<file path="config.mk">
export PLATFORM = sky130hd
export DESIGN_NAME = randomized_region_address
export DESIGN_NICKNAME = d
export VERILOG_FILES = /design/src/rra_pkg.sv /design/src/rra_gen.sv /design/src/randomized_region_address.sv
export SDC_FILE = /design/constraint.sdc
export NUM_CORES = 1
export LEC_CHECK = 0
export BUFFER_PORTS_ARGS = -buffer_cell sky130_fd_sc_hd__buf_4
export CAP_MARGIN = 5
export CORE_ASPECT_RATIO = 1.4
export CORE_MARGIN = 2
export CORE_UTILIZATION = 49
export CTS_BUF_LIST = sky130_fd_sc_hd__clkbuf_4 sky130_fd_sc_hd__clkbuf_8
export CTS_CLUSTER_SIZE = 12
export DETAILED_ROUTE_END_ITERATION = 10
export GPL_TIMING_DRIVEN = 0
export PLACE_DENSITY = 0.71
export SLEW_MARGIN = 0
export SYNTH_ARGS = -nofsm -noshare
export SYNTH_HDL_FRONTEND = slang
export SYNTH_SLANG_ARGS = --single-unit
export TNS_END_PERCENT = 50
</file>
<file path="constraint.sdc">
create_clock -name clk -period 6.4 [get_ports clk]
set_clock_uncertainty 0.05 [all_clocks]
set_input_delay 0.32 -clock clk [delete_from_list [all_inputs] [get_ports clk]]
set_output_delay 0.32 -clock clk [all_outputs]
set_load 0.1 [all_outputs]
</file>
<file path="src/rra_pkg.sv">
// ----------------------------------------------------------------------------
// rra_pkg
// Shared types and constants for the randomized region address block.
// ----------------------------------------------------------------------------
`default_nettype none

package rra_pkg;

  // region codes; codes 6 and 7 are unknown regions
  typedef enum logic [2:0] {
    REGION_STACK = 3'd0,
    REGION_HEAP  = 3'd1,
    REGION_MMAP  = 3'd2,
    REGION_EXEC  = 3'd3,
    REGION_LIB   = 3'd4,
    REGION_VDSO  = 3'd5
  } region_t;

  // operation codes carried in tuser
  localparam logic OP_RANDOMIZE = 1'b0;
  localparam logic OP_SEED      = 1'b1;

  // configuration register indexes
  localparam logic [1:0] CFG_ENABLE  = 2'd0;
  localparam logic [1:0] CFG_ENTROPY = 2'd1;
  localparam logic [1:0] CFG_MASK    = 2'd2;

  localparam logic [4:0] ENTROPY_LIMIT = 5'd24;

  // page limits per region
  localparam logic [15:0] PAGES_STD  = 16'h0FFF;
  localparam logic [15:0] PAGES_MMAP = 16'hFFFF;
  localparam logic [15:0] PAGES_EXEC = 16'h007F;
  localparam logic [15:0] PAGES_VDSO = 16'h003F;

  // xorshift shift amounts
  localparam int unsigned SHIFT_A = 13;
  localparam int unsigned SHIFT_B = 7;
  localparam int unsigned SHIFT_C = 17;

  // generator control from the input stage
  typedef struct packed {
    logic load;
    logic advance;
  } gen_ctrl_t;

endpackage : rra_pkg

`default_nettype wire

</file>
<file path="src/rra_gen.sv">
// ----------------------------------------------------------------------------
// rra_gen
// 64-bit xorshift generator state with seed load and single-step advance.
// ----------------------------------------------------------------------------
`default_nettype none

module rra_gen
  import rra_pkg::*;
(
  input  wire logic        clk,
  input  wire logic        rst,
  input  wire gen_ctrl_t   ctrl,
  input  wire logic [63:0] seed,
  output logic      [31:0] rnd
);

  logic [63:0] state;
  logic [63:0] state_next;
  logic [63:0] x1;
  logic [63:0] x2;
  logic [63:0] x3;

  always_comb begin
    x1 = state ^ (state << SHIFT_A);
    x2 = x1 ^ (x1 >> SHIFT_B);
    x3 = x2 ^ (x2 << SHIFT_C);
  end

  // high half of the stepped state, valid for the transfer that advances it
  assign rnd = x3[63:32];

  always_comb begin
    state_next = state;
    if (ctrl.load) begin
      state_next = seed;
    end else if (ctrl.advance) begin
      state_next = x3;
    end
  end

  always_ff @(posedge clk) begin
    if (rst) begin
      state <= '0;
    end else begin
      state <= state_next;
    end
  end

endmodule : rra_gen

`default_nettype wire

</file>
<file path="src/randomized_region_address.sv">
// ----------------------------------------------------------------------------
// randomized_region_address
// Randomizes a base address by a page-aligned xorshift offset per region.
// ----------------------------------------------------------------------------
//  channel  dir  handshake             content
//  s_axis   in   tvalid/tready         tuser: operation, region; tdata: base, seed
//  m_axis   out  tvalid/tready         tdata: address, offset_bytes, random_value
//  cfg      in   cfg_valid/cfg_ready   cfg_index, cfg_data
//
//  one transfer per cycle in and out while the output is not stalled; three register
//  stages in order: generator step, page reduction, scale and add
//  the generator steps in the input transfer cycle, so items chain back to back
//  a stalled output holds its result while the two inner stages keep filling
//  synchronous reset clears configuration, valid flags and generator state
// ----------------------------------------------------------------------------
`default_nettype none

module randomized_region_address
  import rra_pkg::*;
#(
  parameter int unsigned PAGE_BYTES = 4096
) (
  input  wire logic        clk,
  input  wire logic        rst,
  input  wire logic        s_axis_tvalid,
  output logic             s_axis_tready,
  input  wire logic [95:0] s_axis_tdata,  // base_address[31:0], seed_value[95:32]
  input  wire logic [3:0]  s_axis_tuser,  // operation[0], region[3:1]
  output logic             m_axis_tvalid,
  input  wire logic        m_axis_tready,
  output logic      [95:0] m_axis_tdata,  // address[31:0], offset_bytes[59:32],
                                          // random_value[91:60], zero[95:92]
  input  wire logic        cfg_valid,
  output logic             cfg_ready,
  input  wire logic [1:0]  cfg_index,
  input  wire logic [5:0]  cfg_data
);

  localparam logic [16:0] PageBytes = 17'(PAGE_BYTES);

  function automatic logic [15:0] mod_4095(input logic [23:0] v);
    logic [12:0] s;
    s = {1'b0, v[11:0]} + {1'b0, v[23:12]};
    if (s >= 13'(PAGES_STD)) s = s - 13'(PAGES_STD);
    if (s >= 13'(PAGES_STD)) s = s - 13'(PAGES_STD);
    return {4'b0, s[11:0]};
  endfunction

  function automatic logic [15:0] mod_65535(input logic [23:0] v);
    logic [16:0] s;
    s = {1'b0, v[15:0]} + {9'b0, v[23:16]};
    if (s >= 17'(PAGES_MMAP)) s = s - 17'(PAGES_MMAP);
    return s[15:0];
  endfunction

  function automatic logic [15:0] mod_127(input logic [23:0] v);
    logic [8:0] s1;
    logic [7:0] s2;
    s1 = {2'b0, v[6:0]} + {2'b0, v[13:7]} + {2'b0, v[20:14]} + {6'b0, v[23:21]};
    s2 = {1'b0, s1[6:0]} + {6'b0, s1[8:7]};
    if (s2 >= 8'(PAGES_EXEC)) s2 = s2 - 8'(PAGES_EXEC);
    return {9'b0, s2[6:0]};
  endfunction

  function automatic logic [15:0] mod_63(input logic [23:0] v);
    logic [7:0] s1;
    logic [6:0] s2;
    s1 = {2'b0, v[5:0]} + {2'b0, v[11:6]} + {2'b0, v[17:12]} + {2'b0, v[23:18]};
    s2 = {1'b0, s1[5:0]} + {5'b0, s1[7:6]};
    if (s2 >= 7'(PAGES_VDSO)) s2 = s2 - 7'(PAGES_VDSO);
    return {10'b0, s2[5:0]};
  endfunction

  // configuration
  logic       enable;
  logic [4:0] entropy_width;
  logic [5:0] region_mask;

  assign cfg_ready = 1'b1;

  always_ff @(posedge clk) begin
    if (rst) begin
      enable        <= 1'b0;
      entropy_width <= '0;
      region_mask   <= '0;
    end else if (cfg_valid && cfg_ready) begin
      unique case (cfg_index)
        CFG_ENABLE:  enable        <= cfg_data[0];
        CFG_ENTROPY: entropy_width <= cfg_data[4:0];
        CFG_MASK:    region_mask   <= cfg_data;
        default:     ;
      endcase
    end
  end

  // input decode
  logic        in_fire;
  logic        in_op;
  region_t     in_region;
  logic [31:0] in_base;
  logic [63:0] in_seed;
  logic        in_known;
  logic        in_hit;
  logic        in_active;
  logic        in_step;
  logic        in_apply;
  gen_ctrl_t   gen_ctrl;
  logic [31:0] gen_rnd;

  assign in_op     = s_axis_tuser[0];
  assign in_region = region_t'(s_axis_tuser[3:1]);
  assign in_base   = s_axis_tdata[31:0];
  assign in_seed   = s_axis_tdata[95:32];

  always_comb begin
    unique case (in_region)
      REGION_STACK: begin in_known = 1'b1; in_hit = region_mask[0]; end
      REGION_HEAP:  begin in_known = 1'b1; in_hit = region_mask[1]; end
      REGION_MMAP:  begin in_known = 1'b1; in_hit = region_mask[2]; end
      REGION_EXEC:  begin in_known = 1'b1; in_hit = region_mask[3]; end
      REGION_LIB:   begin in_known = 1'b1; in_hit = region_mask[4]; end
      REGION_VDSO:  begin in_known = 1'b1; in_hit = region_mask[5]; end
      default:      begin in_known = 1'b0; in_hit = 1'b0; end
    endcase
  end

  assign in_active = enable && (in_base != '0) && (in_op == OP_RANDOMIZE);
  // unknown regions still step the generator
  assign in_step   = in_active && (!in_known || in_hit);
  assign in_apply  = in_active && in_known && in_hit;

  assign gen_ctrl.load    = in_fire && (in_op == OP_SEED);
  assign gen_ctrl.advance = in_fire && in_step;

  rra_gen u_gen (
    .clk  (clk),
    .rst  (rst),
    .ctrl (gen_ctrl),
    .seed (in_seed),
    .rnd  (gen_rnd)
  );

  // pipeline stages and ready chain
  logic        a_valid;
  logic        a_apply;
  region_t     a_region;
  logic [31:0] a_base;
  logic [31:0] a_rnd;

  logic        b_valid;
  logic        b_apply;
  logic        b_stack;
  logic [15:0] b_pages;
  logic [31:0] b_base;
  logic [31:0] b_rnd;

  logic        o_valid;
  logic [31:0] o_address;
  logic [27:0] o_offset;
  logic [31:0] o_rnd;

  logic rdy_o;
  logic rdy_b;
  logic rdy_a;

  assign rdy_o = !o_valid || m_axis_tready;
  assign rdy_b = !b_valid || rdy_o;
  assign rdy_a = !a_valid || rdy_b;

  assign s_axis_tready = rdy_a;
  assign in_fire       = s_axis_tvalid && s_axis_tready;

  always_ff @(posedge clk) begin
    if (rst) begin
      a_valid <= 1'b0;
    end else if (rdy_a) begin
      a_valid <= in_fire;
    end
  end

  always_ff @(posedge clk) begin
    if (in_fire) begin
      a_apply  <= in_apply;
      a_region <= in_region;
      a_base   <= (in_op == OP_SEED) ? '0 : in_base;
      a_rnd    <= in_step ? gen_rnd : '0;
    end
  end

  // page reduction
  logic [4:0]  bits;
  logic [23:0] emask;
  logic [23:0] masked;
  logic [15:0] pages;

  assign bits   = (entropy_width > ENTROPY_LIMIT) ? ENTROPY_LIMIT : entropy_width;
  assign emask  = ~(24'hFF_FFFF << bits);
  assign masked = a_rnd[23:0] & emask;

  always_comb begin
    unique case (a_region)
      REGION_STACK, REGION_HEAP, REGION_LIB: pages = mod_4095(masked);
      REGION_MMAP:                           pages = mod_65535(masked);
      REGION_EXEC:                           pages = mod_127(masked);
      REGION_VDSO:                           pages = mod_63(masked);
      default:                               pages = '0;
    endcase
  end

  always_ff @(posedge clk) begin
    if (rst) begin
      b_valid <= 1'b0;
    end else if (rdy_b) begin
      b_valid <= a_valid;
    end
  end

  always_ff @(posedge clk) begin
    if (a_valid && rdy_b) begin
      b_apply <= a_apply;
      b_stack <= (a_region == REGION_STACK);
      b_pages <= a_apply ? pages : '0;
      b_base  <= a_base;
      b_rnd   <= a_rnd;
    end
  end

  // scale to bytes and apply
  logic [31:0] offset;

  assign offset = 32'(b_pages) * 32'(PageBytes);

  always_ff @(posedge clk) begin
    if (rst) begin
      o_valid <= 1'b0;
    end else if (rdy_o) begin
      o_valid <= b_valid;
    end
  end

  always_ff @(posedge clk) begin
    if (b_valid && rdy_o) begin
      o_address <= b_stack ? (b_base - offset) : (b_base + offset);
      o_offset  <= offset[27:0];
      o_rnd     <= b_rnd;
    end
  end

  assign m_axis_tvalid = o_valid;
  assign m_axis_tdata  = {4'b0, o_rnd, o_offset, o_address};

  // a seed load never carries a random value or an offset
  assert property (@(posedge clk) disable iff (rst)
    in_fire && (in_op == OP_SEED) |=> !a_apply && (a_rnd == '0) && (a_base == '0))
    else $error("seed load left a nonzero payload");

  // a reduced page count is always below the largest limit
  assert property (@(posedge clk) disable iff (rst)
    b_valid |-> (b_pages != PAGES_MMAP))
    else $error("page count not reduced");

  // no offset without an applied region
  assert property (@(posedge clk) disable iff (rst)
    b_valid && !b_apply |-> (b_pages == '0))
    else $error("offset on a pass-through item");

  // any offset comes from a generator step
  assert property (@(posedge clk) disable iff (rst)
    o_valid && (o_offset != '0) |-> (o_rnd != '0))
    else $error("offset without random value");

endmodule : randomized_region_address

`default_nettype wire
</file>
-- Word level (Yosys, flattened, before mapping)
Index checks and enable logic that the tools add are counted.
- bits in registers: 308
- input port bits: 113
- word-level logic and storage cells: 101
- $add $sub $neg: 17
- order comparisons: 6
- equality and inequality tests: 12
- shifts and indexed selects: 1
- mux-type cells: 13
- bitwise operators: 6
- reduce and logical (&&, ||, !) cells: 28
- operators with widths (kind ; number):
    64-bit 2-to-1 mux ; 2
    64-bit XOR ; 2
    16-bit case mux with 4 select lines ; 1
    64-bit by 57-bit XOR with 64-bit output ; 1
    32-bit by 28-bit adder with 32-bit output ; 1
    32-bit 2-to-1 mux ; 1
    32-bit nonzero test ; 1
    32-bit by 28-bit subtractor with 32-bit output ; 1
    13-bit by 12-bit >= comparator with 1-bit output (second input constant) ; 2
    13-bit 2-to-1 mux ; 2
    24-bit AND ; 1
    24-bit NOT ; 1
    24-bit by 5-bit << shifter with 24-bit output (first input constant) ; 1
    16-bit by 8-bit adder with 17-bit output ; 1
    17-bit by 16-bit >= comparator with 1-bit output (second input constant) ; 1
    16-bit 2-to-1 mux ; 1
    16-bit subtractor (second input constant) ; 1
    12-bit by 12-bit adder with 13-bit output ; 1
    13-bit by 12-bit subtractor with 13-bit output (second input constant) ; 1
    3-bit by 2-bit == test with 1-bit output (second input constant) ; 4
    3-bit == test (second input constant) ; 4
    12-bit 2-to-1 mux ; 1
    12-bit subtractor (second input constant) ; 1
    1-bit logical AND ; 10
    30 further kinds ; 40

-- Logic depth before layout (Yosys ltp)
Gate-level depths: netlist of run 1.
- word-level depth: 12
- gate-level depth with buffers: 29
- gate-level depth less buffers: 28

-- By module
From an unflattened synthesis of run 1, not the netlist that was laid out.
- cells, all modules: 1647
- area total of the unflattened synthesis: 18137.4 µm²
- by module, submodules not included (module ; times used ; cells an instance ; area each (µm²) ; seq. area each (µm²)):
    randomized_region_address ; 1 ; 1169 ; 13769.5 ; 7176.9
    rra_gen ; 1 ; 478 ; 4367.9 ; 1281.2

-- Least setup slack after synthesis of run 1
OpenSTA, ideal clock, no wires.
- kind: flip-flop to flip-flop
- start point: register o_valid, in the netlist m_axis_tvalid
- end point: register b_base[0] (enable)
- setup time: 0.644 ns
- arrival time: 6.864 ns
- required time: 5.706 ns
- slack: -1.158 ns
- cell stages (with the launch flop): 3
- path buffers: 0
- clock period less this slack: 7.558 ns
- path through: dfxtp_1 > nor2b_1 > a21boi_0
- word-level cells in the longest chain between the ends: 4
- RTL lines (item ; line ; source):
    start, declared ; randomized_region_address.sv:157 ; logic o_valid;
    start signal, assigned ; randomized_region_address.sv:237 ; o_valid <= b_valid;
    1-bit zero test ; randomized_region_address.sv:166 ; assign rdy_o = !o_valid || m_axis_tready;
    1-bit logical OR ; randomized_region_address.sv:166 ;
    1-bit logical OR ; randomized_region_address.sv:167 ; assign rdy_b = !b_valid || rdy_o;
    1-bit logical AND ; randomized_region_address.sv:219 ; if (a_valid && rdy_b) begin
    end signal, assigned ; randomized_region_address.sv:223 ; b_base <= a_base;
    end, declared ; randomized_region_address.sv:154 ; logic [31:0] b_base;
Every way passes these cells.
A chain may end at the register's enable or synchronous reset.

-- Worst setup path in the final report of run 1
- start point: register entropy_width[3]
- end point: register b_pages[5], data pin
- word-level cells in the longest chain between the ends: 12
- RTL lines (item ; line ; source):
    start, declared ; randomized_region_address.sv:76 ; logic [4:0] entropy_width;
    start signal, assigned ; randomized_region_address.sv:89 ; CFG_ENTROPY: entropy_width <= cfg_data[4:0];
    5-bit greater-than comparator ; randomized_region_address.sv:196 ; assign bits = (entropy_width > ENTROPY_LIMIT) ? ENTROPY_LIMIT : entropy_width;
    5-bit 2-to-1 mux (*) ; randomized_region_address.sv:196 ;
    24-bit by 5-bit << shifter with 24-bit output (*) ; randomized_region_address.sv:197 ; assign emask = ~(24'hFF_FFFF << bits);
    24-bit NOT (*) ; randomized_region_address.sv:197 ;
    24-bit AND (*) ; randomized_region_address.sv:198 ; assign masked = a_rnd[23:0] & emask;
    7-bit by 7-bit adder with 8-bit output (tied with other cells) ; randomized_region_address.sv:59 ; s1 = {2'b0, v[6:0]} + {2'b0, v[13:7]} + {2'b0, v[20:14]} + {6'b0, v[23:21]};
    8-bit by 7-bit adder with 9-bit output (tied with other cells) ; randomized_region_address.sv:59 ;
    9-bit by 3-bit adder with 9-bit output (tied with other cells) ; randomized_region_address.sv:59 ;
    7-bit by 2-bit adder with 8-bit output (tied with other cells) ; randomized_region_address.sv:60 ; s2 = {1'b0, s1[6:0]} + {6'b0, s1[8:7]};
    7-bit subtractor (tied with other cells) ; randomized_region_address.sv:61 ; if (s2 >= 8'(PAGES_EXEC)) s2 = s2 - 8'(PAGES_EXEC);
    7-bit 2-to-1 mux (tied with other cells) ; randomized_region_address.sv:61 ;
    16-bit case mux with 4 select lines (*) ; randomized_region_address.sv:201 ; unique case (a_region)
    end signal, assigned ; randomized_region_address.sv:222 ; b_pages <= a_apply ? pages : '0;
    end, declared ; randomized_region_address.sv:153 ; logic [15:0] b_pages;
Every way passes the cells marked *; elsewhere a longest branch is shown, timed or not. The select of a mux whose other input is x is not followed.

==> metrics.yaml, run 1 <==
status: "finished clean"
drt_iter0_markers: 981
synth_area_leaders: "edfxtp_1, xnor2_1, dfxtp_1"
vias: 14600
final_common_cell: "edfxtp_1"
clk_latency_ns: 0.61
port_buffers: 193
rows: 83
die-height_um: 232
fmax_mhz: 162
netlist.area_leader.share_pct: 37.9
switching_share_pct: 29.4
final_util_pct: 61.8
synth-main-ff-cell: "edfxtp_1"
synth_edf_count: 229
multi_input_area_um2: 9100
drc: 0
clockPowerShare_pct: 35.6
crit_top_cell: "fa_1"
required_ns: 6.66
cts_root_buf: "clkbuf_8"
num_antenna_cells: 0
hold_violations: 0
grt_pass1_wl_mm: 79.9
ctsHtreeMaxLevel: 2
globalplace.congestion: 0.982
clkSlewWorstSetupHoldPaths_ns: 0.08
synthesis.area_um2: 18100
critPathMaxFanout: 10
worst_pin_slew_ns: 0.871
routed_wl_mm: 52.5
ant_nets: 0
yosysSeqAreaShare_pct: 46.6
place_area_um2: 20400
area_delta_synth_final_pct: 24.7
antenna_found_initial: 0
die_w_um: 167
worstSetupPathType: "reg -> reg"
cts_buffer_depth: 3
final_net_count: 2295
power_frac_comb_pct: 20.9
cts_tree: "yes"
leakage_nw: 8.66
power_per_cell_area_nw_per_um2: 236
synth.ff_latch_count: 308
finalSetupViolations: 0
relSlewSlack_pct: 41.5
final_cell_area_um2: 22600
ios: 212
cts.sinks: 308
vias_per_cell: 5.63
hold_path.class: "in -> reg"
netlist-cell-type-count: 78
critPathCaptureType: "flip-flop"
synth_top_area_cell: "edfxtp_1"
core_area_um2: 36600
synthArstFlopShare_pct: 0
period_needed_ns: 6.18
p_switching_w: 0.00157
p_int_w: 0.00377
yosysWarningCount: 0
cts_buffers: 47
setup_tns_ns: 0
wl_per_cell_um: 20.2
critPathSlowestCell: "fa_1"
first_pass_iters: 7
start_util_pct: 49.6
final-seq-area_um2: 8460
drive_gt1_share_pct: 17.3
start_kind: "flip-flop"
grt_pass1_vias: 14700
layout_common_cells: "edfxtp_1, buf_4, xnor2_1"
rsz0062_at_grt: "true"
arrival_ns: 6.44
max_stage_delay_ns: 0.58
grt_max_degree: 36
synthCells: 1727
maxSlewViolCount: 0
place_hpwl_mm: 41.1
fin_crit_sh_pct: 96.5
grt_overflow: 0
ir_worst_vdd_mv: 0.167
hold_ws_ns: 0.0282
grt_usage_pct: 26.7
fill_cells: 2967
avgSynthCellArea_um2: 10.5
pwr-share-seq_pct: 43.5
maxCapViolCount: 0
die-area_um2: 38600
## metal layers
layer  up-vias  track usage, %  wire, um
met1      6934            29.3     19500
met3       164            4.01      2910
li1       6897               -         -
met2       592            48.7     26500
met5         -               0         0
met4         0            16.3      3500
## state kept, by name, indices dropped and copies added (netlist names)
signal,flops
o_rnd,32
entropy_width,5
b_stack,1
a_base,32
o_address,32
b_valid,1
o_offset,16
a_apply,1
m_axis_tvalid,1
a_rnd,32
a_valid,1
region_mask,6
u_gen.state,64
enable,1
b_rnd,32
b_pages,16
a_region,3
b_base,32
## cells in the mapped netlist, drive strengths merged (3+ instances only)
master / instances
clkbuf: 63
a21o: 17
a211o: 5
o22ai: 8
a211oi: 14
nand2b: 9
a21oi: 63
nor2: 163
o311ai: 4
ha: 67
o211ai: 29
nand3: 27
nor4: 15
a31oi: 13
nand4: 13
o21ai: 77
a21boi: 4
or2: 6
and3: 10
o21a: 23
nor2b: 45
a221oi: 3
and3b: 3
nand3b: 8
nor3b: 7
and2: 21
o31a: 4
inv: 91
nor3: 23
mux2i: 23
or3: 54
a22oi: 3
fa: 26
edfxtp: 229
buf: 28
xor2: 75
mux2: 4
xnor2: 204
dfxtp: 79
nand2: 80
a31o: 5
a311oi: 46
o21bai: 8
## what timing repair did
| item | CTS | global route |
|---|---|---|
| setup buffers | 1 | 5 |
| pin swaps | 4 | 8 |
| resized for setup | 11 | 33 |
| hold buffers | 91 | 1 |
| hold endpoints to repair | 97 | 1 |
| endpoints found under the setup margin | 6 | 6 |
## kinds of logic after synthesis
logic type | count (synthesis) | synth area share (%)
other cells | 2 | 0.0414
fa+ha+maj | 93 | 7.49
flops | 308 | 46.6
compound gates | 349 | 13.2
buf+inv | 182 | 4.18
xor+xnor | 279 | 13.5
simple gates | 487 | 13.4
mux | 27 | 1.52
## worst max-delay path: cells and delay by family, from the launching register on
family	cells	cell delay (ns)
adder cells (fa/ha/maj)	7	2.51
flip-flops	1	0.36
XOR/XNOR	1	0.13
AND/OR/NAND/NOR	5	0.77
buffers and inverters	4	0.42
AO/OA/AOI/OAI	8	1.65
## per-stage QoR
step | setup WS (ns) | std cells | total power (W)
5_1_grt | -0.0660 | 2593 | 0.00554
3_3_place_gp | -3.38 | 2402 | 0.00340
3_5_place_dp | -0.429 | 2411 | 0.00342
2_1_floorplan | -0.0299 | 1742 | 0.00312
6_report | 0.223 | 2593 | 0.00535
4_1_cts | 0.00202 | 2589 | 0.00536
## power by group through the flow
stage	Clock [W]	Combinational [W]	Sequential, W
final	0.00190	0.00112	0.00233
after global routing	0.00201	0.00120	0.00233
after CTS	0.00193	0.00110	0.00232
after detailed placement	0	0.00105	0.00237
after global placement	0	0.00103	0.00238
after floorplan	0	0.000649	0.00247
## area by class of cell
type / count / area share, %
buffer: 89 / 1.86
clock buffer: 61 / 3.41
clock inverter: 25 / 1.44
inverter: 91 / 1.52
multi-input combinational: 1252 / 40.3
sequential: 308 / 37.4
tap: 467 / 2.58
timing repair buffer: 300 / 11.5
## worst paths after layout
path,startpoint,endpoint,slack [ns],cells past startpoint
worst min-delay path,s_axis_tdata[90],u_gen.state[58],0.03,3
worst max register to register,entropy_width[3],b_pages[5],0.22,25
worst min register to register,b_rnd[13],o_rnd[13],0.36,0
worst max-delay path,entropy_width[3],b_pages[5],0.22,25
No activity file was read; power rests on OpenSTA's default activity.
==> inputs of run 2 (changes only) <==
--- a/config.mk
+++ b/config.mk
@@ -11,10 +11,10 @@
 export CORE_MARGIN = 2
 export CORE_UTILIZATION = 49
 export CTS_BUF_LIST = sky130_fd_sc_hd__clkbuf_4 sky130_fd_sc_hd__clkbuf_8
-export CTS_CLUSTER_SIZE = 12
+export CTS_CLUSTER_SIZE = 16
 export DETAILED_ROUTE_END_ITERATION = 10
 export GPL_TIMING_DRIVEN = 0
-export PLACE_DENSITY = 0.71
+export PLACE_DENSITY = 0.68
 export SLEW_MARGIN = 0
 export SYNTH_ARGS = -nofsm -noshare
 export SYNTH_HDL_FRONTEND = slang
==> constraint.sdc (replaced) <==
create_clock -name clk -period 6.1 [get_ports clk]
set_clock_uncertainty 0.05 [all_clocks]
set_input_delay 0.305 -clock clk [delete_from_list [all_inputs] [get_ports clk]]
set_output_delay 0.305 -clock clk [all_outputs]
set_load 0.1 [all_outputs]
==> run 2 against run 1 <==
  * Clock power increased by 2%
  * Register-to-register slack got worse by 0.08 ns
  * Core utilization increased by 0.91 points
  * Critical path depth decreased by 8
  * Total power increased by 4.2%
  * Critical path type unchanged
  * Largest cell class unchanged
  * Largest power group unchanged
  * Highest routed layer unchanged
==> metrics.yaml, run 2 (same netlist as run 1, synthesis figures left out) <==
place_area_um2: 20500
layout_common_cells: "buf_4, edfxtp_1, xnor2_1"
dp_worst_setup_slack_ns: -0.769
status: "finished clean"
grt_usage_pct: 27.5
final_util_pct: 62.8
cts_root_buf: "clkbuf_8"
finalSetupViolations: 0
drc: 0
final-seq-area_um2: 8470
worst_slack_ns: 0.142
die-area_um2: 38600
fin_crit_sh_pct: 97.7
maxCapViolCount: 0
start_kind: "flip-flop"
hold_path.class: "in -> reg"
cts.sinks: 308
routed_wl_mm: 53.6
core_area_um2: 36600
area_delta_synth_final_pct: 26.5
grt_pass1_wl_mm: 82.1
r2r_cells: 17
leakage_nw: 8.80
grt_overflow: 0
final_net_count: 2322
final_cells: 2620
fill_cells: 2979
hold_ws_ns: 0.0240
num_antenna_cells: 0
cts_buffer_depth: 3
cts_tree: "yes"
grt_pass1_vias: 14700
final_common_cell: "buf_4"
wl_per_cell_um: 20.5
vias_per_cell: 5.62
die_w_um: 167
antenna_found_initial: 0
largest_reg_flops: 64
clkSlewWorstSetupHoldPaths_ns: 0.07
clk_latency_ns: 0.61
start_util_pct: 49.6
placed_cells: 2412
grt_max_degree: 39
maxSlewViolCount: 0
fmax_mhz: 168
globalplace.congestion: 0.962
die-height_um: 232
ir_worst_vdd_mv: 0.172
port_buffers: 193
worstSetupPathType: "reg -> reg"
drive_gt1_share_pct: 18.6
required_ns: 6.37
final_cell_area_um2: 22900
arrival_ns: 6.23
largest-register: "u_gen.state"
rows: 83
vias: 14700
rsz0062_at_grt: "true"
ctsHtreeMaxLevel: 2
period_needed_ns: 5.96
critPathCaptureType: "flip-flop"
hold_violations: 0
holdPathStages: 2
first_pass_iters: 5
place_hpwl_mm: 41.4
drt_iter0_markers: 1007
power_per_cell_area_nw_per_um2: 243
multi_input_area_um2: 9180
ant_nets: 0
critPathMaxFanout: 8
relSlewSlack_pct: 38.6
cts_buffers: 47
worst_pin_slew_ns: 0.909
ios: 212
run 2: final timing paths:
path,start,slack [ns],endpoint
setup / recovery,entropy_width[2],0.14,b_pages[11]
hold / removal,s_axis_tdata[13],0.02,a_base[13]
setup reg to reg,entropy_width[2],0.14,b_pages[11]
hold reg to reg,b_rnd[5],0.36,o_rnd[5]
run 2: metal layers:
layer / GRT usage (%) / wire length [um]
met1: 30.4 / 20000
met2: 50.1 / 27100
met3: 3.77 / 2820
met4: 16.3 / 3720
met5: 0 / 0
run 2: worst max-delay path: stages (launching register included):
cell	delay, ns
dfxtp_4	0.36
buf_6	0.13
buf_4	0.14
o311ai_1	0.47
buf_2	0.27
inv_1	0.08
ha_1	0.30
a21o_1	0.16
a21oi_1	0.36
o21ai_0	0.18
a221o_1	0.38
a31oi_1	0.30
o21a_1	0.17
o2111ai_1	0.27
o41ai_1	0.92
nand3_1	0.26
o21ai_0	0.68
o22ai_1	0.16
run 2: final cells by class:
class,instances,area share (%)
Multi-Input combinational cell,1252,40.0
Clock inverter,22,1.17
Clock buffer,64,3.46
Buffer,90,1.97
Sequential cell,308,36.9
Tap cell,467,2.55
Timing Repair Buffer,326,12.4
Inverter,91,1.50
run 2: repair_timing:
item	in CTS	in global routing
hold buffers	100	0
pin swaps	13	32
endpoints found under the hold margin	106	0
resized for setup	38	38
endpoints found under the setup margin	12	11
buffers inserted	6	17
run 2: power breakdown:
| part | switching (W) | internal (W) | total (W) |
|---|---|---|---|
| sequential | 0.0000715 | 0.00236 | 0.00244 |
| combinational | 0.000728 | 0.000468 | 0.00120 |
| clock | 0.000866 | 0.00107 | 0.00194 |
run 2: metrics by stage:
stage	setup TNS, ns	power [W]
CTS	0	0.00559
detailed placement	-4.71	0.00360
floorplan	-14.75	0.00327
global route	-0.0285	0.00578
global placement	-363.56	0.00357
finish	0	0.00557
==> inputs of run 3 (changes only) <==
--- a/config.mk
+++ b/config.mk
@@ -18,5 +18,6 @@
 export SLEW_MARGIN = 0
 export SYNTH_ARGS = -nofsm -noshare
 export SYNTH_HDL_FRONTEND = slang
+export SYNTH_HIERARCHICAL = 1
 export SYNTH_SLANG_ARGS = --single-unit
 export TNS_END_PERCENT = 50
==> run 3 against run 2 <==
  * Register-to-register slack gained 0.03 ns
  * Clock power down 7%
  * Sequential share of layout area is 0.069 points higher
  * Synthesized area hardly changed
  * Synthesized cell count down 4.6%
  * Via count is 4.5% lower
  * Sequential cell count did not move
  * Die area hardly changed
  * Core utilization down 0.12 points
  * First-iteration DRC count is 9.5% lower
  * Critical path depth up 8
  * Highest routed layer unchanged
==> metrics.yaml, run 3 <==
routed_wl_mm: 55.7
netlist-cell-type-count: 108
start_kind: "flip-flop"
worstSetupPathType: "reg -> reg"
power.total_w: 0.00532
antenna_found_initial: 1
hold_end: "u_gen/state[13]"
critPathCaptureType: "flip-flop"
period_needed_ns: 5.93
largest-register: "u_gen/state"
final_common_cell: "buf_4"
grt_pass1_vias: 14400
critPathMaxFanout: 8
port_buffers: 194
synthCells: 1647
status: "finished clean"
yosysSeqAreaShare_pct: 46.6
switching_share_pct: 29.2
yosysWarningCount: 6
leakage_nw: 9.19
p_switching_w: 0.00155
cts_buffer_depth: 3
vias: 14100
synth.most_common_cell: "edfxtp_1"
grt_usage_pct: 28.3
cts_buffers: 47
max_stage_delay_ns: 0.58
place_hpwl_mm: 43.9
wl_per_cell_um: 21.9
critPathSlowestCell: "fa_1"
hold_path.class: "in -> reg"
largest_reg_flops: 64
worst_pin_slew_ns: 0.948
power_per_cell_area_nw_per_um2: 232
avgSynthCellArea_um2: 11.0
die-height_um: 232
multi_input_area_um2: 9240
cts_tree: "yes"
netlist.area_leader.share_pct: 37.9
grt_overflow: 0
synth_edf_count: 229
clkSlewWorstSetupHoldPaths_ns: 0.07
die_w_um: 167
grt_max_degree: 38
cp.depth: 25
fill_cells: 2971
ir_worst_vdd_mv: 0.172
maxCapViolCount: 0
synth-main-ff-cell: "edfxtp_1"
reg2reg_slack_ns: 0.17
cts.sinks: 308
finalSetupViolations: 0
synth.cells.most_frequent: "edfxtp_1, xnor2_1, nor2_1"
layout_common_cells: "buf_4, edfxtp_1, xnor2_1"
pwr-share-seq_pct: 45.7
die-area_um2: 38600
drc: 0
crit_buf_inv: 7
synth_area_leaders: "edfxtp_1, dfxtp_1, xnor2_1"
power_frac_comb_pct: 20.2
hold_ws_ns: 0.0391
ant_nets: 0
fmax_mhz: 169
cts_root_buf: "clkbuf_8"
synthArstFlopShare_pct: 0
p_int_w: 0.00377
synth.ff_latch_count: 308
grt_pass1_wl_mm: 83.2
final-seq-area_um2: 8470
hold_violations: 0
arrival_ns: 6.17
ios: 212
r2r_cells: 25
r2r-end: "b_pages[0]"
relSlewSlack_pct: 36.7
ctsHtreeMaxLevel: 2
required_ns: 6.34
drive_gt1_share_pct: 22.8
holdPathStages: 4
cp_top_family: "adder cells"
final_net_count: 2241
synth_top_area_cell: "edfxtp_1"
globalplace.congestion: 0.983
vias_per_cell: 5.54
start_util_pct: 49.6
synthesis.area_um2: 18100
dp_worst_setup_slack_ns: -1.23
fin_crit_sh_pct: 97.3
drt_iter0_markers: 911
clockPowerShare_pct: 34.0
area_delta_synth_final_pct: 26.2
core_area_um2: 36600
worst_slack_ns: 0.167
clk_latency_ns: 0.59
worstReg2RegStart: "entropy_width[2]"
min_from: "s_axis_tdata[45]"
rows: 83
maxSlewViolCount: 0
first_pass_iters: 5
## run 3: changes by cell type after synthesis, moves of 24 or more
cell	delta
o21ai_0	-35
nor2_1	-48
a311oi_1	-43
a21oi_1	+24
xnor2_1	-36
clkbuf_1	-30
and3_1	+36
o2bb2ai_1	+26
nor2b_1	+39
xor2_1	-33
or3_1	-44
## run 3: layout make-up
cell class	instances	share of cell area, %
Tap cell	467	2.55
Clock inverter	22	0.847
Antenna cell	1	0.0109
Inverter	86	1.42
Sequential cell	308	37.0
Clock buffer	64	3.46
Multi-Input combinational cell	1190	40.4
Timing Repair Buffer	327	12.2
Buffer	75	2.11
## run 3: cells by family after synthesis
kind of cell	after synthesis	synth area share (%)
buffers and inverters	164	4.20
multiplexers	27	1.57
other	2	0.0414
flip-flops	308	46.6
XOR/XNOR	237	12.6
adder cells (fa/ha/maj)	93	7.49
AO/OA/AOI/OAI	353	14.0
AND/OR/NAND/NOR	463	13.5
## run 3: worst max path at each step
stage                     start  slack, ns              end
5_1_grt        entropy_width[2]      -0.03       b_pages[1]
2_1_floorplan     m_axis_tvalid       0.14   u_gen/state[0]
3_3_place_gp            a_valid      -1.74  u_gen/state[20]
6_report       entropy_width[2]       0.17       b_pages[0]
4_1_cts        entropy_width[2]     0.0003       b_pages[0]
3_5_place_dp   entropy_width[3]      -1.23       b_pages[0]
## run 3: per-layer routing
metal | track usage, % | part of all wire, % | vias to the layer above
met5 | 0 | 0 | -
met3 | 3.88 | 4.5 | 161
met1 | 28.6 | 35 | 6723
li1 | - | - | 6715
met4 | 18.1 | 7.0 | 0
met2 | 54.3 | 53 | 468
## run 3: worst reg2reg max path, cell delays in order (launching register included)
cell      delay (ns)
dfxtp_2         0.32
buf_6           0.11
buf_4           0.15
and3_1          0.20
o21ai_4         0.24
inv_1           0.22
fa_1            0.59
inv_2           0.04
fa_1            0.50
inv_1           0.05
ha_2            0.17
a21o_1          0.19
a21oi_2         0.16
o21bai_1        0.11
a21oi_2         0.19
xnor2_2         0.14
ha_2            0.22
inv_2           0.04
fa_2            0.55
inv_1           0.05
ha_2            0.18
o21a_1          0.17
o21ai_2         0.19
xnor2_2         0.10
a222oi_1        0.58
o22ai_1         0.17
## run 3: per-stage QoR
stage               std cells  setup TNS (ns)  cell area, um2  utilization [%]
floorplan                1662               0           18200                -
global placement         2323         -206.46           20200             55.4
detailed placement       2331           -7.70           20400             55.9
CTS                      2531               0           22700             62.1
global route             2540         -0.0394           22900             62.6
finish                   2540               0           22900             62.6
## run 3: what timing repair did
action,4_1_cts,5_1_grt
gates resized for setup,59,30
hold buffers,100,0
setup endpoints to repair,12,8
gates cloned,0,0
hold endpoints to repair,100,0
pin swaps,20,30
setup buffers,16,9
## run 3: power by group through the flow
stage | clock [W] | sequential, W | combinational (W)
floorplan | 0 | 0.00258 | 0.000589
global placement | 0 | 0.00249 | 0.000981
detailed placement | 0 | 0.00248 | 0.000999
CTS | 0.00185 | 0.00243 | 0.00107
global route | 0.00193 | 0.00244 | 0.00115
finish | 0.00181 | 0.00243 | 0.00108
